==> src/rtl/ttg_pkg.sv <==
package ttg_pkg;

  localparam int FIELD_W        = 32;
  localparam int OUT_W          = 16;
  localparam int COORD_BITS_DEF = 32;
  localparam int OUT_FRAC_DEF   = 14;
  localparam int C_BITS         = 23;
  localparam int L_BITS         = 48;
  localparam int SQ_X_BITS      = 64;
  localparam int SQ_R_BITS      = 32;
  localparam int NORM_STEP      = 8;

endpackage

==> src/rtl/ttg_mul.sv <==
module ttg_mul import ttg_pkg::*; #(
  parameter int OPW = 33
) (
  input  logic                      clk,
  input  logic signed [OPW-1:0]     a,
  input  logic signed [OPW-1:0]     b,
  output logic signed [2*OPW-1:0]   p
);

  logic signed [2*OPW-1:0] p_r;

  always_ff @(posedge clk) begin
    p_r <= a * b;
  end

  assign p = p_r;

endmodule

==> config.mk <==
export PLATFORM = sky130hd
export DESIGN_NAME = ttg_mul
export DESIGN_NICKNAME = d
export VERILOG_FILES = /design/src/rtl/ttg_pkg.sv /design/src/rtl/ttg_mul.sv
export SDC_FILE = /design/constraint.sdc
export NUM_CORES = 2
export LEC_CHECK = 0
export BUFFER_PORTS_ARGS = -buffer_cell sky130_fd_sc_hd__buf_2
export CAP_MARGIN = 20
export CORE_ASPECT_RATIO = 0.5
export CORE_UTILIZATION = 49
export CTS_CLUSTER_DIAMETER = 80
export CTS_CLUSTER_SIZE = 28
export DETAILED_ROUTE_END_ITERATION = 12
export PLACE_DENSITY = 0.65
export SYNTH_ARGS = -nofsm -noshare
export SYNTH_HDL_FRONTEND = slang
export SYNTH_SLANG_ARGS = --single-unit
==> constraint.sdc <==
create_clock -name clk -period 10.51 [get_ports clk]
set_input_delay 1.5765 -clock clk [delete_from_list [all_inputs] [get_ports clk]]
set_output_delay 1.5765 -clock clk [all_outputs]
set_load 0.02 [all_outputs]
==> metrics.cfg <==
[cells_and_area]
drive_gt1_frac = 0.0501
final_common_cell = fa_1
num-fill-cells = 7631
syn2layout_area_growth_pct = 4.36
layout_common_cells = fa_1, inv_1, and2_1
nets = 5719
largest_register_ffs = 66

[sta]
timing.final.crit_share = 0.896
fin_crit_ns = 9.42
worst_pin_slew_ns = 0.914
fmax_mhz = 106
setup_viol = 0
report.final.slew_viol_count = 0
final_hold_viol_count = 0
tns_ns = 0
slew_headroom = 0.391
rsz0062_at_grt = false

[routing]
first_pass_iters = 9
finalWirelength_microns = 104000
num_vias = 28200
drtAntennaViolNets = 0
vias_per_cell = 5.23
drt_iter0_drc = 1695
wl_per_cell_microns = 19.3
post-route-drc-count = 4

[critical_path]
crit_fanout = 20
startpoint_type = input port
end_kind = register
cp-startpoint = b[0]
required_ns = 10.77
crit_arrival_ns = 9.68
crit_type = input port to register

[clock_tree]
h-tree-depth = 3
cts_resized = 0
cts_root_buffer = clkbuf_16
numClockSinks = 66
hold_buffers = 0
postCtsSetupBuffers = 0
cts_tree = done
clockBufferDepth = 2
clk_pin_slew_ns = 0.06
cts_buffers = 9

[synthesis]
ys.flop_type = dfxtp_1
synth.area.top_cells = fa_1, inv_1, and2_1
ys_ff_latch = 66
synth_nets = 5767
async_flop_share = 0
syn_area_per_cell_sq_um = 9.39
synthCells = 4338
yosysTopAreaCell = fa_1
synth-edff-count = 0
yosysTopAreaCellShare = 0.563
yosys_warnings = 0
synth_cell_type_count = 80
synth-seq-area-share = 0.0324
synth_area_sq_um = 40700

[place]
gp_congestion = 0.920
portBuffers = 132
dp_hpwl_microns = 88900

[worst_hold_path]
whs_path_depth = 2
hold_path_class = input port to register
hold_end = p[0]
hold_start = b[0]

[grt]
grt_pass1_vias = 31400
grt_usage = 0.260
grt_first_pass_wirelength_microns = 168000
globalRouteOverflowTotal = 0
grt_max_degree = 34
antenna_found_initial = 6

[floorplanning]
die_x_microns = 410
floorplan.initialDensity = 0.497
dieHeight_microns = 206
rows = 74
die_area_sq_um = 84400
design.core.area_sq_um = 81900
num_io_pins = 133

[run_status]
outcome = finished, violations left
violations = design-rule violations

[job]
drv_cap = 0

[worst max-delay path by stage]
stage                     endpoint  slack, ns
after floorplan              p[62]       1.70
after global routing         p[58]       0.78
after global placement       p[64]       0.90
final                        p[58]       1.09
after CTS                    p[58]       1.15
after detailed placement     p[64]       0.81
[logic make-up after synthesis]
logic type,count (synthesis),synth area share
fa+ha+maj,1362,0.629
buf+inv,1352,0.125
simple gates,1271,0.158
compound gates,219,0.0407
xor+xnor,68,0.0146
flops,66,0.0324
[stage by stage]
| stage | utilization | hold slack [ns] | instance area, sq um | std cells | worst slack, ns |
|---|---|---|---|---|---|
| floorplan | - | 1.70 | 40700 | 4338 | 1.70 |
| global placement | 0.514 | 1.99 | 42100 | 5379 | 0.899 |
| detailed placement | 0.514 | 1.99 | 42100 | 5379 | 0.810 |
| CTS | 0.518 | 1.64 | 42400 | 5395 | 1.15 |
| global route | 0.519 | 1.66 | 42500 | 5400 | 0.779 |
| finish | 0.519 | 1.68 | 42500 | 5401 | 1.09 |
[critical path, cell delays in order]
cell	delay [ns]
buf_2	0.31
buf_4	0.27
nand2_1	0.11
inv_1	0.13
fa_1	0.50
fa_1	0.57
fa_1	0.92
inv_1	0.22
fa_1	0.60
fa_1	0.44
fa_1	0.56
fa_1	0.42
fa_1	0.49
inv_1	0.04
ha_1	0.47
and4_1	0.41
nand3_1	0.23
nand2b_1	0.30
a2111oi_4	0.35
a211oi_4	0.12
a21oi_2	0.23
nor4b_2	0.08
a311oi_1	0.28
[cell type report]
type	count	area (sq um)	area share
Antenna cell	4	10.0	0.000235
Tap cell	1102	1380	0.0324
Clock inverter	5	60.1	0.00141
Multi-Input combinational cell	2920	34300	0.807
Sequential cell	66	1320	0.0311
Inverter	1131	4250	0.0999
Timing Repair Buffer	162	923	0.0217
Clock buffer	11	253	0.00595
[routing by layer]
layer / up-vias / wire, microns / GRT usage
met1: 15000 / 41300 / 0.330
met4: 0 / 4400 / 0.0990
met5: - / 0 / 0
li1: 12200 / - / -
met3: 197 / 5450 / 0.0365
met2: 794 / 53200 / 0.455
[synthesized netlist by cell type (4+ instances only)]
cell         n
nor3_1       7
nor2b_1      5
xor2_1      25
nor2_1      68
o21ai_1      6
a31oi_1      8
inv_1     1131
ha_1       217
and4_1       5
and3_1       5
o21a_1       6
clkbuf_1   208
and2_1     562
fa_1      1145
o211ai_1     4
nand3_1     25
o21ai_0     25
a21o_1      36
a21oi_1     57
o21bai_1    11
a211oi_1     7
a211o_1      6
dfxtp_1     66
buf_2       11
nand4_1     11
nand2_1    551
nand2b_1    12
xnor2_1     43
Power is left out: the tool's default activity adds up to more than one toggle a clock period on the data nets, which glitch-free logic cannot reach.
