`config.mk`:
```
export PLATFORM = sky130hd
export DESIGN_NAME = ttg_div
export DESIGN_NICKNAME = d
export VERILOG_FILES = /design/src/rtl/ttg_pkg.sv /design/src/rtl/ttg_div.sv
export SDC_FILE = /design/constraint.sdc
export NUM_CORES = 1
export LEC_CHECK = 0
export BUFFER_PORTS_ARGS = -buffer_cell sky130_fd_sc_hd__buf_2
export CAP_MARGIN = 5
export CORE_MARGIN = 5
export CORE_UTILIZATION = 61
export DETAILED_ROUTE_END_ITERATION = 12
export PLACE_DENSITY = 0.86
export SYNTH_ARGS = -nofsm -noshare
export SYNTH_HDL_FRONTEND = slang
export SYNTH_SLANG_ARGS = --single-unit
```
`constraint.sdc`:
```
create_clock -name clk -period 6.75 [get_ports clk]
set_clock_uncertainty 0.1 [all_clocks]
set_input_delay 0.675 -clock clk [delete_from_list [all_inputs] [get_ports clk]]
set_output_delay 0.675 -clock clk [all_outputs]
set_load 0.005 [all_outputs]
```
`src/rtl/ttg_pkg.sv`:
```
package ttg_pkg;

  localparam int FIELD_W        = 32;
  localparam int OUT_W          = 16;
  localparam int COORD_BITS_DEF = 32;
  localparam int OUT_FRAC_DEF   = 14;
  localparam int C_BITS         = 23;
  localparam int L_BITS         = 48;
  localparam int SQ_X_BITS      = 64;
  localparam int SQ_R_BITS      = 32;
  localparam int NORM_STEP      = 8;

endpackage

```
`src/rtl/ttg_div.sv`:
```
module ttg_div import ttg_pkg::*; #(
  parameter int QB = 16,
  parameter int NW = 46
) (
  input  logic                 clk,
  input  logic                 rst_n,
  input  logic                 start,
  input  logic [NW-1:0]        num,
  input  logic [SQ_R_BITS-1:0] den,
  output logic                 done,
  output logic [QB-1:0]        quo
);

  localparam int CW = $clog2(QB);
  localparam int DW = SQ_R_BITS;

  logic [DW:0]   rem_r;
  logic [DW:0]   den_r;
  logic [QB-1:0] q_r;
  logic [CW-1:0] cnt_r;
  logic          busy_r;
  logic          done_r;
  logic [DW:0]   t;
  logic          ge;

  assign t  = {rem_r[DW-1:0], q_r[QB-1]};
  assign ge = (t >= den_r);

  always_ff @(posedge clk) begin
    if (!rst_n) begin
      busy_r <= 1'b0;
      done_r <= 1'b0;
      cnt_r  <= '0;
    end else begin
      done_r <= 1'b0;
      if (start) begin
        busy_r <= 1'b1;
        cnt_r  <= '0;
      end else if (busy_r) begin
        cnt_r <= cnt_r + 1'b1;
        if (cnt_r == CW'(QB - 1)) begin
          busy_r <= 1'b0;
          done_r <= 1'b1;
        end
      end
    end
  end

  always_ff @(posedge clk) begin
    if (start) begin
      rem_r <= (DW+1)'(num[NW-1:QB]);
      q_r   <= num[QB-1:0];
      den_r <= {1'b0, den};
    end else if (busy_r) begin
      rem_r <= ge ? t - den_r : t;
      q_r   <= {q_r[QB-2:0], ge};
    end
  end

  assign done = done_r;
  assign quo  = q_r;

endmodule

```
==> reports/metrics.cfg, run 1 <==
[place]
place_ws_ns=3.242
place_inst=723
place.gp.congestion=0.9344
dpl.hpwl_mm=8.888
portBuffers=97

[die]
start_util=0.6182
die_w_um=103.6
die_h_um=103.6
die_area_sq_um=10720
boundaryPins=98
row_count=34
core_sq_um=8636

[cells_and_area]
drive_above_1_share=0.2282
diodes=0
syn2layout_area_growth_pct=14.18
instances_no_fill=739
nNetsFinal=741

[synth]
async_flop_share=0
synth_cells=533
ys_types=56
synth_edf_count=78
syn-cell-area_sq_um=5339
ys_ff_latch=86
synth_top_area_share=0.4387
synth_area_leaders=edfxtp_1, ha_1, mux2_2
yosys_warnings=0
synth_top_cell_by_area=edfxtp_1
synthFlopType=edfxtp_1
syn_nets=648
syn-mean-instance-area_sq_um=10.02
synth-seq-area-share=0.4687

[timing]
final.period_utilization=0.5295
rsz0062_at_grt=no
fmax_ghz=0.2798
hold_viol=0
max_slew_margin=0.2546
worstMarginPinSlew_ns=1.114
finalCriticalPeriod_ns=3.574
setup_viol=0
setup_ws_ns=3.176
drv_slew=0
setup_tns_ns=0

[global_routing]
grt_pass1_wl_mm=21.00
grt_pass1_vias=4557
grt_use_total=0.2345
gr-total-overflow=0
antenna_found_initial=0
grt_max_degree=69

[power]
cellPowerDensity_nw_per_um2=295.6
peakVddDrop_uv=152.5
power.static_leakage_uw=0.002634

[worst_setup_path]
cp_top_family=compound AO/OA/AOI/OAI gates
path_cells=ha_1 -> nand2_1 -> or4_4 -> a21oi_4 -> o21ai_1 -> a21o_1 -> a21o_1 -> buf_4 -> a2111oi_0 -> nor3b_1
arrival_ns=3.59
crit_end=rem_r[27]$_DFFE_PP_
crit_buf_inv=1
slowest_delay_ns=0.50
critical_path.max_fanout=24
worst-path-stages=10
rr_worst_depth=10
reg2reg_to=rem_r[27]$_DFFE_PP_
critPathLaunch=rem_r[7]$_DFFE_PP_
r2r_slack_ns=3.18
end_kind=flop
cpMostUsedCell=a21o_1
critPathKind=flop to flop
crit_path_top_delay_cell=or4_4
required_ns=6.76
worst_setup_path_start_kind=flop
reg2reg_from=rem_r[7]$_DFFE_PP_

[clocking]
hold_buffers=0
cts_htree_levels=3
cts_tree=built
clk_pin_slew_ns=0.10
cts-resized-gates=0
cts_buffers=9
post_cts_buffers=0
cts_sinks=86
insertion_delay_ns=0.38
cts_root_buffer=clkbuf_8
clockBufferDepth=2

[run_status]
outcome=finished clean

[detailed_routing]
ant_nets=0
viasPerCell=6.077
wire_per_inst_um=17.03
first_pass_iters=5
dr.first_iter.drc_count=323
routed_wl_mm=12.58
drc=0
num_vias=4491

[worst_hold_path]
hold_path.startpoint=den[30]
hold_path.class=input pin to flop

[flow_run]
drv_cap=0

[logic make-up (layout without fill, tap and decap cells)]
kind of cell / count (synthesis) / count (layout) / synth area share
and+or+nand+nor: 160 / 160 / 0.1448
buffers and inverters: 69 / 167 / 0.05015
muxes: 22 / 22 / 0.04523
DFF: 86 / 86 / 0.4687
adders and majority gates: 34 / 34 / 0.08109
AOI/OAI and AO/OA: 143 / 143 / 0.1788
xor gates and xnor gates: 19 / 19 / 0.03117
[worst register-to-register path, stage by stage (launching register included)]
cell and delay (ns):
edfxtp_1 0.42, ha_1 0.41, nand2_1 0.10, or4_4 0.50, a21oi_4 0.16, o21ai_1 0.12
a21o_1 0.22, a21o_1 0.34, buf_4 0.32, a2111oi_0 0.50, nor3b_1 0.11
[cells in the mapped netlist, drive strengths merged (5+ instances only)]
| cell type | number |
|---|---|
| o21bai | 5 |
| ha | 33 |
| xnor2 | 12 |
| or4 | 5 |
| a21oi | 37 |
| edfxtp | 78 |
| o31ai | 8 |
| a31oi | 22 |
| xor2 | 7 |
| mux2i | 5 |
| or3 | 8 |
| nand4 | 12 |
| nor2 | 39 |
| a21o | 18 |
| o21ai | 18 |
| dfxtp | 8 |
| nor3 | 8 |
| inv | 50 |
| nand2 | 49 |
| a2bb2oi | 5 |
| mux2 | 17 |
| o211ai | 9 |
| clkbuf | 15 |
| o21a | 5 |
| nand3 | 16 |
[where the power goes]
group | internal [uW] | total, uW | switching, uW | leakage [uW]
combinational | 301 | 744 | 443 | 0.00170
clock | 138 | 346 | 208 | 0.0000923
sequential | 673 | 712 | 39.4 | 0.000838
total | 1110 | 1800 | 690 | 0.00263
[layout by cell type (no fill, tap or decap), types with 7 or more instances in the layout]
| cell type | n |
|---|---|
| a21oi_1 | 35 |
| xnor2_1 | 12 |
| nor3_1 | 8 |
| o21ai_0 | 17 |
| edfxtp_1 | 78 |
| mux2_2 | 17 |
| xor2_1 | 7 |
| nand2_1 | 48 |
| ha_1 | 33 |
| clkbuf_8 | 9 |
| nand3_1 | 16 |
| or3_1 | 8 |
| a21o_1 | 18 |
| nor2_1 | 39 |
| o31ai_1 | 8 |
| inv_1 | 50 |
| dfxtp_1 | 8 |
| buf_2 | 97 |
| nand4_1 | 12 |
| o211ai_1 | 9 |
| a31oi_1 | 22 |
[registers in the layout, summed over array words and instances, names as in the netlist]
register and flops:
quo 16, rem_r 32, busy_r 1, done 1, den_r 32, cnt_r 4
[per-layer routing]
| layer | wire (um) | GRT usage |
|---|---|---|
| met3 | 867 | 0.04104 |
| met5 | 0 | 0 |
| met1 | 5173 | 0.2982 |
| met2 | 6277 | 0.4012 |
| met4 | 265 | 0.08341 |
[stage by stage]
| step | total power (uW) | hold slack (ns) | cell area [sq um] | util |
|---|---|---|---|---|
| 3_5_place_dp | 1441 | 0.3882 | 5912 | 0.6846 |
| 4_1_cts | 1791 | 0.3657 | 6096 | 0.7059 |
| 5_1_grt | 1910 | 0.3610 | 6096 | 0.7059 |
| 3_3_place_gp | 1412 | 0.3854 | 5912 | 0.6846 |
| 6_report | 1802 | 0.3663 | 6096 | 0.7059 |
| 2_1_floorplan | 1263 | 0.3621 | 5339 | - |
[area by class of cell]
type,count,area [sq um]
multi-input combinational,378,2571
inverter,50,187.7
timing repair buffer,101,515.5
tap,108,135.1
fill,654,2540
clock buffer,9,123.9
sequential,86,2502
clock inverter,7,60.06
[how the worst min path moves through the flow]
| stage | cells after the start | to | slack (ns) |
|---|---|---|---|
| after global placement | 2 | done$_SDFF_PP0_ | 0.39 |
| after CTS | 1 | den_r[0]$_DFFE_PP_ | 0.37 |
| after detailed placement | 2 | done$_SDFF_PP0_ | 0.39 |
| final | 1 | den_r[30]$_DFFE_PP_ | 0.37 |
| after global routing | 1 | den_r[13]$_DFFE_PP_ | 0.36 |
| after floorplan | 2 | done$_SDFF_PP0_ | 0.36 |
Power figures use the tool's default switching activity.
==> run 2: changes to the inputs <==
Settings changed: ABC_AREA set to 1, CORE_UTILIZATION 61 to 53, PLACE_DENSITY 0.86 to 0.78.
Clock period 6.75 ns to 3.24 ns, I/O delays scaled along.
==> reports/metrics.cfg, run 2 <==
[detailed_routing]
drc=0  ; unchanged
viasPerCell=4.933  ; was 6.077
routed_wl_mm=15.26  ; was 12.58 mm
top_layer=met4  ; unchanged
first_pass_iters=5  ; unchanged
wire_per_inst_um=13.20  ; was 17.03 um
met2_wirelength_mm=6.863  ; was 6.277 mm
num_vias=5702  ; was 4491
wl_met1_mm=7.180  ; was 5.173 mm
ant_nets=0  ; unchanged
dr.first_iter.drc_count=302  ; was 323
route.met3.wl_um=941  ; was 867 um

[clocking]
cts_tree=built  ; unchanged
cts_root_buffer=clkbuf_16  ; was clkbuf_8
clk_pin_slew_ns=0.07  ; was 0.10 ns
cts_htree_levels=3  ; unchanged
insertion_delay_ns=0.36  ; was 0.38 ns
hold_buffers=0  ; unchanged
cts_buffers=9  ; unchanged
clockBufferDepth=2  ; unchanged
cts_sinks=86  ; unchanged
cts-resized-gates=0  ; unchanged
post_cts_buffers=0  ; unchanged

[synth]
synth_area_leaders=edfxtp_1, nand2_1, inv_1  ; was edfxtp_1, ha_1, mux2_2
synth_top_cell_by_area=edfxtp_1  ; unchanged
yosys.cell_count.top_type=nand2_1  ; was edfxtp_1
syn-cell-area_sq_um=6351  ; was 5339 sq um
synthFlopType=edfxtp_1  ; unchanged
synth-seq-area-share=0.3940  ; was 0.4687
async_flop_share=0  ; unchanged
syn_nets=1024  ; was 648
synth_top_area_share=0.3688  ; was 0.4387
synth_edf_count=78  ; unchanged
syn-mean-instance-area_sq_um=6.987  ; was 10.02 sq um
ys_types=34  ; was 56
yosys-top-cells-count=nand2_1, inv_1, edfxtp_1  ; was edfxtp_1, inv_1, nand2_1
yosys_warnings=0  ; unchanged
synth_cells=909  ; was 533
ys_ff_latch=86  ; unchanged

[power]
power.internal_uw=2625  ; was 1112 uW
seqPwrFrac=0.336  ; was 0.395
switchingPower_uw=1766  ; was 690.5 uW
swShare=0.4021  ; was 0.3831
power.static_leakage_uw=0.003956  ; was 0.002634 uW
peakVddDrop_uv=390.7  ; was 152.5 uV
p_comb_frac=0.437  ; was 0.413
cellPowerDensity_nw_per_um2=604.1  ; was 295.6 nW/um^2
pwr-share-clk=0.228  ; was 0.192

[timing]
setup_viol=0  ; unchanged
hold_viol=0  ; unchanged
drv_slew=0  ; unchanged
fmax_ghz=0.3637  ; was 0.2798 GHz
worstMarginPinSlew_ns=0.5415  ; was 1.114 ns
max_slew_margin=0.6390  ; was 0.2546
finalCriticalPeriod_ns=2.750  ; was 3.574 ns
rsz0062_at_grt=no  ; unchanged
setup_tns_ns=0  ; unchanged
final.period_utilization=0.8487  ; was 0.5295

[worst_setup_path]
critical_path.max_fanout=32  ; was 24
slowest_delay_ns=0.41  ; was 0.50 ns
worst_setup_path_start_kind=flop  ; unchanged
arrival_ns=2.76  ; was 3.59 ns
cp_top_family=simple AND/OR/NAND/NOR gates  ; was compound AO/OA/AOI/OAI gates
required_ns=3.25  ; was 6.76 ns
crit_path_top_delay_cell=edfxtp_1  ; was or4_4
crit_buf_inv=0  ; was 1
critPathKind=flop to flop  ; unchanged
end_kind=flop  ; unchanged
cpMostUsedCell=nand2_1  ; was a21o_1
path_cells=ha_1 -> nand2_1 -> nor2_2 -> nand3_1 -> nor3_1 -> nand2_1 -> nand2_2 -> nor2_4 -> nand2_4 -> nand2_1 -> nand3_1 -> nand2_1  ; was ha_1 -> nand2_1 -> or4_4 -> a21oi_4 -> o21ai_1 -> a21o_1 -> a21o_1 -> buf_4 -> a2111oi_0 -> nor3b_1

[place]
dpl.hpwl_mm=11.59  ; was 8.888 mm
portBuffers=97  ; unchanged
place_inst=1140  ; was 723
place.gp.congestion=0.9517  ; was 0.9344

[global_routing]
antenna_found_initial=0  ; unchanged
gr-total-overflow=0  ; unchanged
grt_max_degree=60  ; was 69
grt_pass1_vias=5651  ; was 4557
grt_pass1_wl_mm=25.80  ; was 21.00 mm
grt_use_total=0.2231  ; was 0.2345

[cells_and_area]
final_common_cell=nand2_1  ; was buf_2
drive_above_1_share=0.1368  ; was 0.2282
diodes=0  ; unchanged
mostFrequentLayoutCells=nand2_1, inv_1, buf_2, edfxtp_1, nand3_1  ; was buf_2, edfxtp_1, inv_1, nand2_1, nor2_1
nNetsFinal=1119  ; was 741
instances_no_fill=1156  ; was 739
syn2layout_area_growth_pct=14.44  ; was 14.18%

[die]
row_count=40  ; was 34
die_h_um=119.5  ; was 103.6 um
core_sq_um=11860  ; was 8636 sq um
start_util=0.5354  ; was 0.6182
die_area_sq_um=14270  ; was 10720 sq um
die_w_um=119.5  ; was 103.6 um
boundaryPins=98  ; unchanged

[run_status]
outcome=finished clean  ; unchanged

[worst_hold_path]
hold_path.class=input pin to flop  ; unchanged

[flow_run]
drv_cap=0  ; unchanged

run 2: cell types whose count changed after synthesis, sizes merged, moves of 18 or more:
cell / delta
a21o: -18
a31oi: -21
inv: +116
nand2: +345
nand3: +54
nand3b: +28
o21ai: -18
run 2: routing by layer:
metal	track usage	vias to the layer above
met1	0.2884	2523
li1	-	3014
met5	0	-
met3	0.06458	22
met4	0.06299	0
met2	0.3655	143
run 2: cell type report:
cell class	instances	area, sq um
Sequential cell	86	2502
Clock inverter	7	53.80
Multi-Input combinational cell	638	3124
Tap cell	147	183.9
Timing Repair Buffer	103	555.5
Fill cell	1158	4593
Inverter	166	623.1
Clock buffer	9	225.2
run 2: final timing paths:
kind / start / to / slack [ns] / depth (start not counted)
setup / recovery: rem_r[24]$_DFFE_PP_ / rem_r[17]$_DFFE_PP_ / 0.49 / 12
hold / removal: den[5] / den_r[5]$_DFFE_PP_ / 0.04 / 1
setup reg to reg: rem_r[24]$_DFFE_PP_ / rem_r[17]$_DFFE_PP_ / 0.49 / 12
hold reg to reg: rem_r[31]$_SDFFE_PP0P_ / rem_r[31]$_SDFFE_PP0P_ / 0.38 / 2
run 2: cell families (layout without fill, tap and decap cells):
family,count (synthesis),count (layout),share of synthesized area
fa+ha+maj,34,34,0.06816
xor+xnor,15,15,0.02069
buf+inv,185,285,0.1141
simple gates,562,562,0.3786
flops,86,86,0.3940
compound gates,27,27,0.02443
run 2: power groups by stage:
stage                     registers [uW]  logic [uW]  clock network, uW
after floorplan                     1480        1460                  0
after CTS                           1470        1910               1030
after global placement              1490        1870                  0
final                               1470        1920                999
after detailed placement            1490        1900                  0
after global routing                1490        2190               1070
run 2: through the flow:
stage	hold slack, ns	setup WS (ns)	area [sq um]	power (uW)	utilization
after detailed placement	0.3647	0.5441	6989	3389	0.5892
after global routing	0.02415	0.2875	7268	4751	0.6128
after global placement	0.3664	0.5919	6989	3362	0.5892
after floorplan	0.3229	1.061	6351	2937	-
after CTS	0.02578	0.5179	7268	4408	0.6128
final	0.03646	0.4903	7268	4391	0.6128
==> run 3: changes to the inputs <==
Settings changed: ABC_AREA 1 to 0, CORE_UTILIZATION 53 to 51, PLACE_DENSITY 0.78 to 0.77.
Clock period 3.24 ns to 2.4 ns, I/O delays scaled along.
==> reports/metrics.cfg, run 3 (synthesized netlist as in run 1, its figures left out) <==
[die]
start_util=0.5195  ; was 0.5354
row_count=37  ; was 40
die_area_sq_um=12610  ; was 14270 sq um
boundaryPins=98  ; unchanged
die_w_um=112.3  ; was 119.5 um
die_h_um=112.3  ; was 119.5 um
core_sq_um=10280  ; was 11860 sq um

[detailed_routing]
viasPerCell=5.484  ; was 4.933
routed_wl_mm=15.97  ; was 15.26 mm
first_pass_iters=5  ; unchanged
wire_per_inst_um=16.93  ; was 13.20 um
dr.first_iter.drc_count=366  ; was 302
ant_nets=0  ; unchanged
drc=0  ; unchanged
num_vias=5171  ; was 5702

[clocking]
insertion_delay_ns=0.39  ; was 0.36 ns
cts_root_buffer=clkbuf_8  ; was clkbuf_16
cts_tree=built  ; unchanged
clk_pin_slew_ns=0.10  ; was 0.07 ns
cts_sinks=86  ; unchanged
clockBufferDepth=2  ; unchanged
cts_htree_levels=3  ; unchanged
cts_buffers=9  ; unchanged

[worst_setup_path]
end_kind=flop  ; unchanged
arrival_ns=3.32  ; was 2.76 ns
required_ns=2.61  ; was 3.25 ns
r2r_slack_ns=-0.70  ; was 0.49 ns
critPathKind=flop to flop  ; unchanged
critical_path.max_fanout=3  ; was 32
worst_setup_path_start_kind=flop  ; unchanged

[place]
dpl.hpwl_mm=10.45  ; was 11.59 mm
place.gp.congestion=0.9289  ; was 0.9517
portBuffers=97  ; unchanged
place_ws_ns=-0.6401  ; was 0.5441 ns

[global_routing]
antenna_found_initial=0  ; unchanged
grt_pass1_wl_mm=25.50  ; was 25.80 mm
gr-total-overflow=0  ; unchanged
grt_max_degree=48  ; was 60
grt_pass1_vias=5375  ; was 5651
grt_use_total=0.2492  ; was 0.2231

[cells_and_area]
diodes=0  ; unchanged
nNetsFinal=917  ; was 1119
fillCellCount=665  ; was 1158
final_common_cell=buf_4  ; was nand2_1
drive_above_1_share=0.4387  ; was 0.1368
mostFrequentLayoutCells=buf_4, buf_2, edfxtp_1, inv_1, nor2_1  ; was nand2_1, inv_1, buf_2, edfxtp_1, nand3_1
syn2layout_area_growth_pct=52.12  ; was 14.44%

[power]
cellPowerDensity_nw_per_um2=828.0  ; was 604.1 nW/um^2
peakVddDrop_uv=558.3  ; was 390.7 uV
power.static_leakage_uw=0.003606  ; was 0.003956 uW

[timing]
drv_slew=0  ; unchanged
worstMarginPinSlew_ns=0.6507  ; was 0.5415 ns
hold_viol=0  ; unchanged
finalCriticalPeriod_ns=3.103  ; was 2.750 ns
timing.hold.ws_ns=0.04365  ; was 0.03646 ns
final.period_utilization=1.293  ; was 0.8487
setup_tns_ns=-17.03  ; was 0 ns
setup_ws_ns=-0.7034  ; was 0.4903 ns
max_slew_margin=0.5616  ; was 0.6390
rsz0062_at_grt=yes  ; was no
fmax_ghz=0.3222  ; was 0.3637 GHz
setup_viol=33  ; was 0

[worst_hold_path]
hold_path.class=input pin to flop  ; unchanged

[flow_run]
drv_cap=0  ; unchanged

[run_status]
violations=negative setup slack
outcome=finished, violations left  ; was finished clean

## run 3: changes by cell type in the layout (fill, tap and decap cells not counted), sizes merged, moves of 10 or more
| cell | delta |
|---|---|
| nand2 | -345 |
| inv | -116 |
| a31oi | +21 |
| buf | +141 |
| nor2 | -12 |
| nand3b | -28 |
| o21ai | +18 |
| nand4 | +10 |
| a21o | +18 |
| a21oi | +16 |
| nand3 | -54 |
| dlygate4sd3 | +33 |
| mux2 | +17 |
## run 3: layout make-up
type,count,area (sq um),area share
clock buffer,9,123.9,0.01525
tap,136,170.2,0.02095
sequential,86,2502,0.3081
multi-input combinational,378,3009,0.3705
timing repair buffer,277,2073,0.2553
clock inverter,7,55.05,0.006779
inverter,50,187.7,0.02311
## run 3: critical path: stages, from the launching register on
cell,delay (ns)
edfxtp_1,0.44
ha_4,0.31
nand2_2,0.06
or4_4,0.54
a21oi_4,0.17
o211ai_1,0.18
a2111oi_4,0.47
nor3_2,0.10
or4_1,0.50
a41oi_2,0.16
## run 3: metal layers
layer | vias to the layer above | track usage | routed length (um)
met5 | - | 0 | 0
met2 | 179 | 0.4291 | 8202
met4 | 0 | 0.07452 | 353
li1 | 2510 | - | -
met1 | 2450 | 0.3087 | 6519
met3 | 32 | 0.06415 | 890
## run 3: where the power goes
group          total [uW]  internal (uW)  switching, uW
clock network         968            390            578
registers            2020           1890            124
logic                3740           1950           1790
## run 3: path summary, 6_finish.rpt
path                         start                      to  depth (start not counted)
max             rem_r[5]$_DFFE_PP_  rem_r[31]$_SDFFE_PP0P_                          9
min                         num[2]        quo[2]$_DFFE_PP_                          2
max reg2reg     rem_r[5]$_DFFE_PP_  rem_r[31]$_SDFFE_PP0P_                          9
min reg2reg  cnt_r[3]$_SDFFE_PP0P_         done$_SDFF_PP0_                          2
## run 3: per-stage QoR
stage / power [uW] / cell area, sq um / util / std cells
6_report: 6724 / 8122 / 0.7902 / 943
5_1_grt: 7125 / 8122 / 0.7902 / 943
4_1_cts: 6426 / 7885 / 0.7672 / 934
3_5_place_dp: 4863 / 6935 / 0.6748 / 868
3_3_place_gp: 4779 / 6935 / 0.6748 / 868
2_1_floorplan: 3619 / 5419 / - / 533
## run 3: repair_timing
action | in CTS | in global routing
setup endpoints to repair | 33 | 33
buffers inserted | 16 | 10
hold buffers | 33 | 0
pin swaps | 30 | 23
resized for setup | 72 | 28
cloned | 2 | 0
hold endpoints to repair | 33 | 0
