## config.mk

```make
export PLATFORM = sky130hd
export DESIGN_NAME = ttg_isqrt
export DESIGN_NICKNAME = d
export VERILOG_FILES = /design/src/rtl/ttg_pkg.sv /design/src/rtl/ttg_isqrt.sv
export SDC_FILE = /design/constraint.sdc
export NUM_CORES = 1
export LEC_CHECK = 0
export BUFFER_PORTS_ARGS = -buffer_cell sky130_fd_sc_hd__buf_2
export CORE_MARGIN = 2
export CORE_UTILIZATION = 24
export CTS_CLUSTER_SIZE = 28
export DETAILED_ROUTE_END_ITERATION = 12
export RECOVER_POWER = 50
export SLEW_MARGIN = 10
export SYNTH_ARGS = -nofsm -noshare
export SYNTH_HDL_FRONTEND = slang
export SYNTH_SLANG_ARGS = --single-unit
export TNS_END_PERCENT = 100
```

## constraint.sdc

```tcl
create_clock -name clk -period 3.3 [get_ports clk]
set_clock_uncertainty 0.15 [all_clocks]
set_input_delay 0.165 -clock clk [delete_from_list [all_inputs] [get_ports clk]]
set_output_delay 0.165 -clock clk [all_outputs]
set_load 0.03 [all_outputs]
```

## src/rtl/ttg_pkg.sv

```systemverilog
package ttg_pkg;

  localparam int FIELD_W        = 32;
  localparam int OUT_W          = 16;
  localparam int COORD_BITS_DEF = 32;
  localparam int OUT_FRAC_DEF   = 14;
  localparam int C_BITS         = 23;
  localparam int L_BITS         = 48;
  localparam int SQ_X_BITS      = 64;
  localparam int SQ_R_BITS      = 32;
  localparam int NORM_STEP      = 8;

endpackage

```

## src/rtl/ttg_isqrt.sv

```systemverilog
module ttg_isqrt import ttg_pkg::*; (
  input  logic                 clk,
  input  logic                 rst_n,
  input  logic                 start,
  input  logic [SQ_X_BITS-1:0] x,
  output logic                 done,
  output logic [SQ_R_BITS-1:0] root
);

  localparam int CW = $clog2(SQ_R_BITS);

  logic [SQ_X_BITS-1:0] x_r;
  logic [SQ_R_BITS+2:0] rem_r;
  logic [SQ_R_BITS-1:0] root_r;
  logic [CW-1:0]        cnt_r;
  logic                 busy_r;
  logic                 done_r;
  logic [SQ_R_BITS+2:0] rem2;
  logic [SQ_R_BITS+2:0] trial;
  logic                 ge;

  assign rem2  = {rem_r[SQ_R_BITS:0], x_r[SQ_X_BITS-1 -: 2]};
  assign trial = {1'b0, root_r, 2'b01};
  assign ge    = (rem2 >= trial);

  always_ff @(posedge clk) begin
    if (!rst_n) begin
      busy_r <= 1'b0;
      done_r <= 1'b0;
      cnt_r  <= '0;
    end else begin
      done_r <= 1'b0;
      if (start) begin
        busy_r <= 1'b1;
        cnt_r  <= '0;
      end else if (busy_r) begin
        cnt_r <= cnt_r + 1'b1;
        if (cnt_r == CW'(SQ_R_BITS - 1)) begin
          busy_r <= 1'b0;
          done_r <= 1'b1;
        end
      end
    end
  end

  always_ff @(posedge clk) begin
    if (start) begin
      x_r    <= x;
      rem_r  <= '0;
      root_r <= '0;
    end else if (busy_r) begin
      x_r    <= x_r << 2;
      rem_r  <= ge ? rem2 - trial : rem2;
      root_r <= {root_r[SQ_R_BITS-2:0], ge};
    end
  end

  assign done = done_r;
  assign root = root_r;

endmodule

```

==> results by group, run 1 <==
Worst setup path
  – Required arrival time at the worst endpoint: between 3 and 4 ns
  – FF-to-FF End: rem_r[20]
  – Startpoint type of the worst setup path: register
  – Worst Reg2Reg Path Length in Cells: 10
  – Kind of end point of the critical path: register
  – Reg-to-reg setup timing slack: 0.26 ns
  – Critical setup path kind: register to register
  – Worst-path maximum fanout: 9
  – Worst EP arrival: between 3 and 4 ns
  – Reg-to-reg critical path startpoint: root[23]

Synth
  – Instance count of the mapped netlist: 755
  – Primary flip-flop cell chosen by synthesis mapping: dfxtp_1
  – Mapped Nets: 858
  – Post-synthesis mux area share: 16.00%
  – Proportion of register bits with asynchronous set or reset after synthesis: 0%
  – Netlist cell types: 70
  – Synth warnings: 0
  – Flip-flop and latch count after synthesis: 136
  – Dominant combinational cell family by area after synthesis: multiplexers
  – Compound-Gate Fraction of Synth Area: between 10% and 20%
  – Post-synth EDFFs: 64
  – Post-Synth Adder-Cell Area: under 10%
  – Share of the synthesized netlist area taken by xor and xnor gates: 3.303%
  – Per-instance average area after synthesis: 10.18 um^2
  – Area of the mapped netlist: a little under 0.008 mm^2
  – Post-synthesis share of cell area spent on and, or, nand and nor gates: 12.68%
  – Sequential fraction of the synthesis area: 43.74%

Route
  – DRC errors left: 0
  – Vias: around 6,000
  – Number of detailed-routing iterations run before antenna repair: 5
  – Average wire per cell in the routed design: 14.19 um
  – Number of DRC markers in iteration 0: 315
  – Wire length reported by the detailed router: 18.77 mm
  – Post-DRT Antenna Nets: 0
  – Per-cell via count in the routed design: 4.525

STA
  – Hold slack: approximately 0.014 ns
  – Max-slew headroom: -41.12%
  – Number of max-slew violations in the final report: 92
  – PnR worst setup slack: about 0.26 ns
  – Maximum operating frequency: 328.8 MHz
  – Setup Total Neg Slack: 0 ns
  – Transition time at the pin with the least slew margin: 2.117 ns
  – Setup-failing EPs final: 0
  – Final Hold Violating Endpoints: 0
  – Share of the clock period used by the worst path after layout: 92.16%
  – Minimum clock period: roughly 3.0 ns
  – Unrepaired setup endpoints after global routing: no

Power
  – VDD IR max: approximately 0.43 mV
  – Lkg Pwr: around 3.8 nW
  – Total power per unit cell area: 829.7 mW/mm^2
  – Overall power consumption: 8.089 mW

Die
  – Placeable core region: 0.03156 mm^2
  – Die outline height: approximately 180 um
  – Count of standard-cell rows: 65
  – Die outline width: around 180 um
  – Number of top-level pins: 100
  – Initial core utilization: 24.37%
  – Total Die Area: 0.03348 mm^2

Status
  – Run status: finished with violations
  – Failing checks: max-capacitance violations, max-slew violations

Layout
  – Multi-input gate area: 0.003961 mm^2
  – Diodes inserted: 0
  – Leading cell type in the layout, fill and taps excluded: nor2_1
  – Cell area after layout: 0.009749 mm^2
  – Final nets: 1,011
  – Commonest non-fill, non-tap cells in the layout: nor2_1 (88), dfxtp_1 (72), dlygate4sd3_1 (65), buf_2 (65), edfxtp_1 (64)
  – Layout cell share with drive strength beyond 1: 20.63%
  – Area Growth Syn to Fin: 26.80%
  – Sequential cell area in the final layout: 0.003363 mm^2
  – Filler cell count: 3,273

Placed design
  – Sum of net half-perimeters after detailed placement: around 13 mm
  – DP Area: about 0.0086 mm^2
  – Number of buffers added on ports: 99
  – Routability cong.: 0.8301
  – Worst-case setup slack after placement: 0.3177 ns

Global route
  – Wire length of the first global-routing pass: 30.44 mm
  – GRT Resource Usage Total: 11.23%
  – Number of global-route vias before repair: 5,972
  – Global-route congestion overflow total: 0
  – Pin count of the biggest net entering global routing: 92
  – Antenna violations before repair: 0

Clock network
  – Max Root-Sink Buffers: 2
  – Clock tree from TritonCTS: done
  – H-tree lvl count: 4
  – Clock root buffer: clkbuf_16
  – Clock edge transition at the registers on the reported setup and hold paths: 0.06 ns
  – Clock latency reported for the late side of the worst-skew pair: approximately 0.42 ns
  – Cts bufs inserted: 17
  – Total setup buffers inserted after CTS: 0
  – Clock Sinks: about 140

Hold path
  – Number of instances on the worst hold path: 2
  – Worst hold endpoint: root[30]
  – HP Start: start
  – Hold crit path type: primary input to register

Job
  – Max-capacitance violation count: 1
-- cell type report --
cell class                 instances  share of cell area [%]
sequential                       136                   34.50
clock inverter                    15                   1.668
tap                              402                   5.159
inverter                          41                   1.579
multi-input combinational        537                   40.63
clock buffer                      17                   4.363
timing repair buffer             175                   12.10
-- registers in the layout, summed over array words and instances (netlist names) --
name    cells
root       32
done        1
rem_r      33
x_r        64
busy_r      1
cnt_r       5
-- logic make-up (layout without fill, tap and decap cells) --
family          Yosys count  count (layout)
compound gates          146             146
xor+xnor                 29              29
fa+ha+maj                36              36
buf+inv                  82             248
flops                   136             136
mux                     115             115
simple gates            211             211
-- critical path, cell delays in order (launching register included) --
cell and delay (ns):
dfxtp_1 0.38, inv_1 0.07, ha_1 0.46, nand3_2 0.15, nor2_2 0.25, nand3_1 0.12, o31ai_1 0.31, nor2_1 0.12
a21o_1 0.25, or3_1 0.42, a311oi_1 0.27
-- how the worst max path moves through the flow --
| stage | from | to | slack, ns | cells past startpoint |
|---|---|---|---|---|
| after floorplan | root[12] | rem_r[26] | 0.37 | 11 |
| after global placement | root[23] | rem_r[20] | 0.31 | 10 |
| after detailed placement | root[23] | rem_r[20] | 0.32 | 10 |
| after CTS | root[23] | rem_r[20] | 0.29 | 10 |
| after global routing | root[22] | rem_r[10] | 0.04 | 11 |
| final | root[23] | rem_r[20] | 0.26 | 10 |
-- metrics by stage --
step	utilization (%)	std cells
2_1_floorplan	-	755
3_3_place_gp	27.18	1226
3_5_place_dp	27.18	1226
4_1_cts	31.11	1323
5_1_grt	30.90	1323
6_report	30.90	1323
-- power by group --
part | switching [mW] | internal [mW] | total [mW]
logic | 2.29 | 1.73 | 4.03
clock network | 0.813 | 1.13 | 1.94
registers | 0.130 | 1.99 | 2.12
-- what timing repair did --
item	4_1_cts	5_1_grt
endpoints found under the setup margin	0	0
resized for setup	0	0
hold buffers	65	0
endpoints found under the hold margin	71	0
-- Yosys cell counts (14+ instances only) --
cell      number  area share, %
nor2_1        88            4.3
dfxtp_1       72             19
edfxtp_1      64             25
mux2_2        63            9.2
nand2_1       56            2.7
mux2i_1       52            6.8
inv_1         41            2.0
ha_1          36            5.9
a21oi_1       33            2.1
o21ai_0       24            1.6
clkbuf_1      21            1.0
a211oi_1      20            2.0
xor2_1        15            1.7
xnor2_1       14            1.6
-- per-layer routing --
layer	global-route usage, %	routed length, um	vias up
met2	18.20	8576	122
met5	0	0	-
met3	3.316	1044	11
met4	2.784	150	0
li1	-	-	3029
met1	14.68	8999	2825
No activity file was read; power rests on OpenSTA's default activity.
==> inputs of run 2 (changes only) <==
--- a/config.mk
+++ b/config.mk
@@ -10,6 +10,7 @@
 export CORE_UTILIZATION = 24
 export CTS_CLUSTER_SIZE = 28
 export DETAILED_ROUTE_END_ITERATION = 12
+export HOLD_SLACK_MARGIN = 0.1
 export RECOVER_POWER = 50
 export SLEW_MARGIN = 10
 export SYNTH_ARGS = -nofsm -noshare
==> results by group, run 2 (synthesis gave the netlist of run 1 again) <==
Layout
  – Cell area after layout: 0.009759 mm^2
  – Area Growth Syn to Fin: 26.93%
  – Layout cell share with drive strength beyond 1: approximately a fifth
  – Filler cell count: about 3,300
  – Final nets: between 1,000 and 1,500
  – Most flops, register: x_r
  – Diodes inserted: 0
  – Leading cell type in the layout, fill and taps excluded: nor2_1
  – Commonest non-fill, non-tap cells in the layout: nor2_1 (88), dfxtp_1 (72), dlygate4sd3_1 (66)
  – Flip-flop count of the largest register after layout: 64

Global route
  – Number of global-route vias before repair: 6,024
  – Global-route congestion overflow total: 0
  – Pin count of the biggest net entering global routing: 92
  – GRT Resource Usage Total: 11.31%
  – Wire length of the first global-routing pass: 30.65 mm
  – Antenna violations before repair: 0

STA
  – Number of max-slew violations in the final report: 80
  – PnR worst setup slack: approximately 0.25 ns
  – Share of the clock period used by the worst path after layout: 92.37%
  – Setup Total Neg Slack: 0 ns
  – Minimum clock period: a little over 3 ns
  – Final Hold Violating Endpoints: 0
  – Transition time at the pin with the least slew margin: 1.937 ns
  – Maximum operating frequency: roughly 330 MHz
  – Max-slew headroom: -29.16%
  – Unrepaired setup endpoints after global routing: no
  – Setup-failing EPs final: 0

Power
  – Overall power consumption: about 8 mW
  – VDD IR max: 0.4284 mV
  – Lkg Pwr: 3.809 nW
  – Total power per unit cell area: 829.3 mW/mm^2

Die
  – Total Die Area: 0.03348 mm^2
  – Initial core utilization: 24.37%
  – Die outline height: ~180 um
  – Placeable core region: 0.03156 mm^2
  – Number of top-level pins: 100
  – Count of standard-cell rows: 65
  – Die outline width: 183.0 um

Route
  – Met2 WL: roughly 8.6 mm
  – Wire length reported by the detailed router: 18.86 mm
  – Uppermost signal routing layer after detailed routing: met4
  – Vias: 6,026
  – Number of DRC markers in iteration 0: 291
  – Amount of wire on met3 after detailed routing: 1.026 mm
  – Average wire per cell in the routed design: roughly 14 um
  – Post-DRT Antenna Nets: 0
  – DRC errors left: 0
  – Wl on met1: 9.055 mm
  – Number of detailed-routing iterations run before antenna repair: 5
  – Per-cell via count in the routed design: 4.551

Worst setup path
  – Count of buffer and inverter cells on the critical path: 1
  – Kind of end point of the critical path: register
  – Cell family contributing the most delay on the critical path: simple AND/OR/NAND/NOR gates
  – Startpoint type of the worst setup path: register
  – Worst EP arrival: 3.21 ns
  – Worst-path maximum fanout: 9
  – Critical path cell sequence: inv_1 -> ha_1 -> nand3_2 -> nor2_2 -> nand3_1 -> o31ai_1 -> nor2_1 -> a21o_1 -> or3_1 -> a311oi_1
  – Critical setup path kind: register to register
  – Required arrival time at the worst endpoint: 3.46 ns
  – Slowest cell on the critical path: ha_1
  – Stage delay of the slowest cell on the critical path: 0.46 ns

Clock network
  – Max Root-Sink Buffers: 2
  – Clock edge transition at the registers on the reported setup and hold paths: 0.06 ns
  – Clock Sinks: 136
  – Clock tree from TritonCTS: done
  – Total setup buffers inserted after CTS: 0
  – Total of hold buffers inserted after clock tree synthesis: 66
  – H-tree lvl count: 4
  – Clock latency reported for the late side of the worst-skew pair: 0.43 ns
  – Clock root buffer: clkbuf_16
  – Number of gates given a new drive strength after cts: 0
  – Cts bufs inserted: 17

Job
  – Max-capacitance violation count: 1

Hold path
  – Hold crit path type: register to register

Placed design
  – Sum of net half-perimeters after detailed placement: approximately 13 mm
  – DP Area: 0.008578 mm^2
  – Routability cong.: 0.8301
  – Worst-case setup slack after placement: 0.3177 ns
  – Number of buffers added on ports: 99

Status
  – Failing checks: max-capacitance violations, max-slew violations
  – Run status: finished with violations
==> run 2: cell count changes in the layout (fill, tap and decap cells not counted), sizes merged <==
cell         before  now
buf              74   73
dlygate4sd3      65   66
clkbuf           53   54
==> run 2: worst register-to-register path, stage by stage, from the launching register on <==
cell      delay (ns)
dfxtp_1         0.38
inv_1           0.07
ha_1            0.46
nand3_2         0.15
nor2_2          0.25
nand3_1         0.12
o31ai_1         0.31
nor2_1          0.12
a21o_1          0.25
or3_1           0.42
a311oi_1        0.27
==> run 2: area by class of cell <==
class | count | area [um^2] | share of cell area [%]
multi-input cells | 537 | 3961 | 40.59
flip-flops and latches | 136 | 3363 | 34.46
repair buffers | 176 | 1190 | 12.19
well taps | 402 | 503.0 | 5.154
clock buffers | 17 | 425.4 | 4.359
clock inverters | 15 | 162.7 | 1.667
inverters | 41 | 153.9 | 1.577
==> run 2: power by group <==
| part | switching [mW] | internal [mW] | leakage (nW) | total (mW) |
|---|---|---|---|---|
| logic | 2.29 | 1.73 | 2.30 | 4.03 |
| registers | 0.131 | 1.99 | 1.23 | 2.12 |
| clock network | 0.816 | 1.13 | 0.280 | 1.94 |
==> run 2: final timing paths <==
path         startpoint   endpoint  slack, ns  cells after the start
max reg2reg    root[23]  rem_r[20]       0.25                     10
min reg2reg   rem_r[31]  rem_r[31]       0.32                      2
max            root[23]  rem_r[20]       0.25                     10
min           rem_r[31]  rem_r[31]       0.32                      2
==> run 2: per-stage QoR <==
step           std cells  utilization [%]  hold WS, ns
2_1_floorplan        755                -       0.1325
3_3_place_gp        1226            27.18       0.2510
3_5_place_dp        1226            27.18       0.2662
4_1_cts             1324            31.14       0.3216
5_1_grt             1324            30.93       0.3399
6_report            1324            30.93       0.3227
==> run 2: per-layer routing <==
layer	vias up	track usage, %
li1	3038	-
met1	2840	14.80
met2	137	18.38
met3	11	3.237
met4	0	2.784
met5	-	0
==> inputs of run 3 (changes only) <==
--- a/config.mk
+++ b/config.mk
@@ -5,6 +5,7 @@
 export SDC_FILE = /design/constraint.sdc
 export NUM_CORES = 1
 export LEC_CHECK = 0
+export ABC_AREA = 1
 export BUFFER_PORTS_ARGS = -buffer_cell sky130_fd_sc_hd__buf_2
 export CORE_MARGIN = 2
 export CORE_UTILIZATION = 24
==> results by group, run 3 <==
Route
  – Met2 WL: 10.49 mm
  – Vias: 7,676
  – Average wire per cell in the routed design: ~13 um
  – Number of detailed-routing iterations run before antenna repair: 5
  – Number of DRC markers in iteration 0: 481
  – Uppermost signal routing layer after detailed routing: met4
  – Per-cell via count in the routed design: about 4.3
  – Amount of wire on met3 after detailed routing: 1.421 mm
  – Post-DRT Antenna Nets: 0
  – DRC errors left: 0
  – Wl on met1: 11.45 mm
  – Wire length reported by the detailed router: around 24 mm

Global route
  – Wire length of the first global-routing pass: 39.01 mm
  – Antenna violations before repair: 0
  – Global-route congestion overflow total: 0
  – Pin count of the biggest net entering global routing: 64
  – GRT Resource Usage Total: 13.87%
  – Number of global-route vias before repair: approximately 7,600

Placed design
  – Number of buffers added on ports: 99
  – Sum of net half-perimeters after detailed placement: 16.62 mm
  – Routability cong.: between 0.9 and 1

STA
  – Max-slew headroom: -40.03%
  – Unrepaired setup endpoints after global routing: no
  – Transition time at the pin with the least slew margin: 2.100 ns
  – Setup Total Neg Slack: 0 ns
  – Final Hold Violating Endpoints: 0
  – Share of the clock period used by the worst path after layout: 85.75%
  – Minimum clock period: 2.830 ns
  – Maximum operating frequency: 353.4 MHz
  – Number of max-slew violations in the final report: slightly below 100
  – Setup-failing EPs final: 0

Clock network
  – Clock Sinks: approximately 140
  – Cts bufs inserted: 17
  – Max Root-Sink Buffers: 2
  – Clock root buffer: clkbuf_16
  – Number of gates given a new drive strength after cts: 0
  – Clock edge transition at the registers on the reported setup and hold paths: 0.06 ns
  – Clock tree from TritonCTS: done
  – Clock latency reported for the late side of the worst-skew pair: 0.43 ns
  – H-tree lvl count: 4

Power
  – Total power per unit cell area: 833.4 mW/mm^2
  – VDD IR max: between 0.5 and 0.6 mV
  – Lkg Pwr: 5.103 nW
  – Overall power consumption: about 8.5 mW

Status
  – Run status: finished with violations
  – Failing checks: max-capacitance violations, max-slew violations

Worst setup path
  – Required arrival time at the worst endpoint: 3.47 ns
  – Startpoint type of the worst setup path: register
  – Worst Reg2Reg Path Length in Cells: 12
  – Worst-path maximum fanout: 35
  – Startpoint of the worst setup timing path: root[16]
  – Reg-to-reg critical path startpoint: root[16]
  – Worst setup endpoint: rem_r[25]
  – Kind of end point of the critical path: register
  – Worst EP arrival: ~3 ns
  – Reg-to-reg setup timing slack: ~0.47 ns
  – Critical setup path kind: register to register
  – FF-to-FF End: rem_r[25]

Synth
  – Primary flip-flop cell chosen by synthesis mapping: dfxtp_1
  – Proportion of register bits with asynchronous set or reset after synthesis: 0%
  – Area of the mapped netlist: about 0.008 mm^2
  – Per-instance average area after synthesis: 6.876 um^2
  – Post-synth EDFFs: 64
  – Most common library cells after synthesis: nand2_1 (558), inv_1 (151), nand3_1 (74), dfxtp_1 (72), edfxtp_1 (64)
  – Share of the synthesized area in the top cell type: about 26%
  – Synth warnings: 0
  – Instance count of the mapped netlist: 1,172
  – Mapped Nets: 1,275
  – Post-synth top area cell: nand2_1
  – Ranking of synthesized cells by area: nand2_1 (26%), edfxtp_1 (24%), dfxtp_1 (18%)
  – Netlist cell types: 35
  – Sequential fraction of the synthesis area: 41.73%
  – Most frequent cell after synthesis: nand2_1
  – Flip-flop and latch count after synthesis: 136

Layout
  – Leading cell type in the layout, fill and taps excluded: nand2_1
  – Area Growth Syn to Fin: 26.36%
  – Final nets: 1,435
  – Most flops, register: x_r
  – Commonest non-fill, non-tap cells in the layout: nand2_1 (558), inv_1 (152), nand3_1 (74)
  – Final core utilization: 30.60%
  – Diodes inserted: 0
  – Layout cell share with drive strength beyond 1: 8.922%
  – Flip-flop count of the largest register after layout: 64

Hold path
  – Hold crit path type: register to register

Die
  – Die outline height: 187.2 um
  – Total Die Area: 0.03506 mm^2
  – Initial core utilization: 24.22%
  – Count of standard-cell rows: 67
  – Placeable core region: 0.03328 mm^2
  – Number of top-level pins: 100
  – Die outline width: 187.2 um

Job
  – Max-capacitance violation count: 2
[run 3: cell types whose count changed in the layout (fill, tap and decap cells not counted), sizes merged, moves of 11 or more]
cell,before,now
xnor2,14,0
nor2,89,61
mux2i,52,0
inv,46,155
o22ai,0,31
mux2,63,0
o21ai,29,4
a211oi,21,0
a21oi,36,25
nand2,57,563
nand3,12,75
[run 3: cell families after synthesis]
group,count (synthesis),synth area share (%)
xor+xnor,15,1.630
flops,136,41.73
compound gates,66,4.751
fa+ha+maj,36,5.589
simple gates,731,37.03
buf+inv,188,9.269
[run 3: final cells by class]
type / instances / area, um^2
Clock buffer: 18 / 429.2
Clock inverter: 14 / 126.4
Fill cell: 3606 / 23100
Inverter: 155 / 583.1
Multi-Input combinational cell: 848 / 3951
Sequential cell: 136 / 3363
Tap cell: 448 / 560.5
Timing Repair Buffer: 174 / 1170
[run 3: layer usage]
metal | up-vias | track usage (%)
met5 | - | 0
met4 | 0 | 4.396
met3 | 29 | 3.734
met2 | 194 | 21.78
met1 | 3455 | 18.48
li1 | 3998 | -
[run 3: worst max-delay path, cell delays in order (launching register included)]
cell and delay, ns:
dfxtp_1 0.32, inv_1 0.08, ha_1 0.38, a21oi_1 0.28
nand2_1 0.14, a21oi_1 0.32, nand3_2 0.18, nand2_4 0.24
nand2_8 0.21, nand2_2 0.21, nand2_1 0.07, nand2_1 0.07
nand2_1 0.04
[run 3: repair_timing]
| item | CTS | global route |
|---|---|---|
| endpoints found under the hold margin | 71 | 0 |
| hold buffers | 66 | 0 |
| setup buffers | 0 | 0 |
[run 3: worst min path at each step]
stage,start,endpoint,slack [ns],depth (start not counted)
2_1_floorplan,rst_n,done,0.13,2
3_3_place_gp,rst_n,done,0.27,3
3_5_place_dp,rst_n,done,0.28,3
4_1_cts,rem_r[31],rem_r[31],0.32,2
5_1_grt,rem_r[32],rem_r[32],0.33,2
6_report,rem_r[31],rem_r[31],0.31,2
[run 3: stage by stage]
stage | cells | hold slack, ns | worst slack, ns | instance area (um^2)
2_1_floorplan | 1172 | 0.1342 | 0.1045 | 8059
3_3_place_gp | 1695 | 0.2669 | 0.4590 | 9024
3_5_place_dp | 1695 | 0.2757 | 0.5162 | 9024
4_1_cts | 1793 | 0.3158 | 0.5013 | 10240
5_1_grt | 1793 | 0.3334 | 0.2609 | 10180
6_report | 1793 | 0.3138 | 0.4702 | 10180
[run 3: report_power, final]
part	switching, mW	total, mW	leakage [nW]	internal (mW)
Sequential	0.108	2.08	1.24	1.98
Clock	0.794	1.83	0.268	1.04
Combinational	3.08	4.57	3.59	1.49
Total	3.98	8.49	5.10	4.51
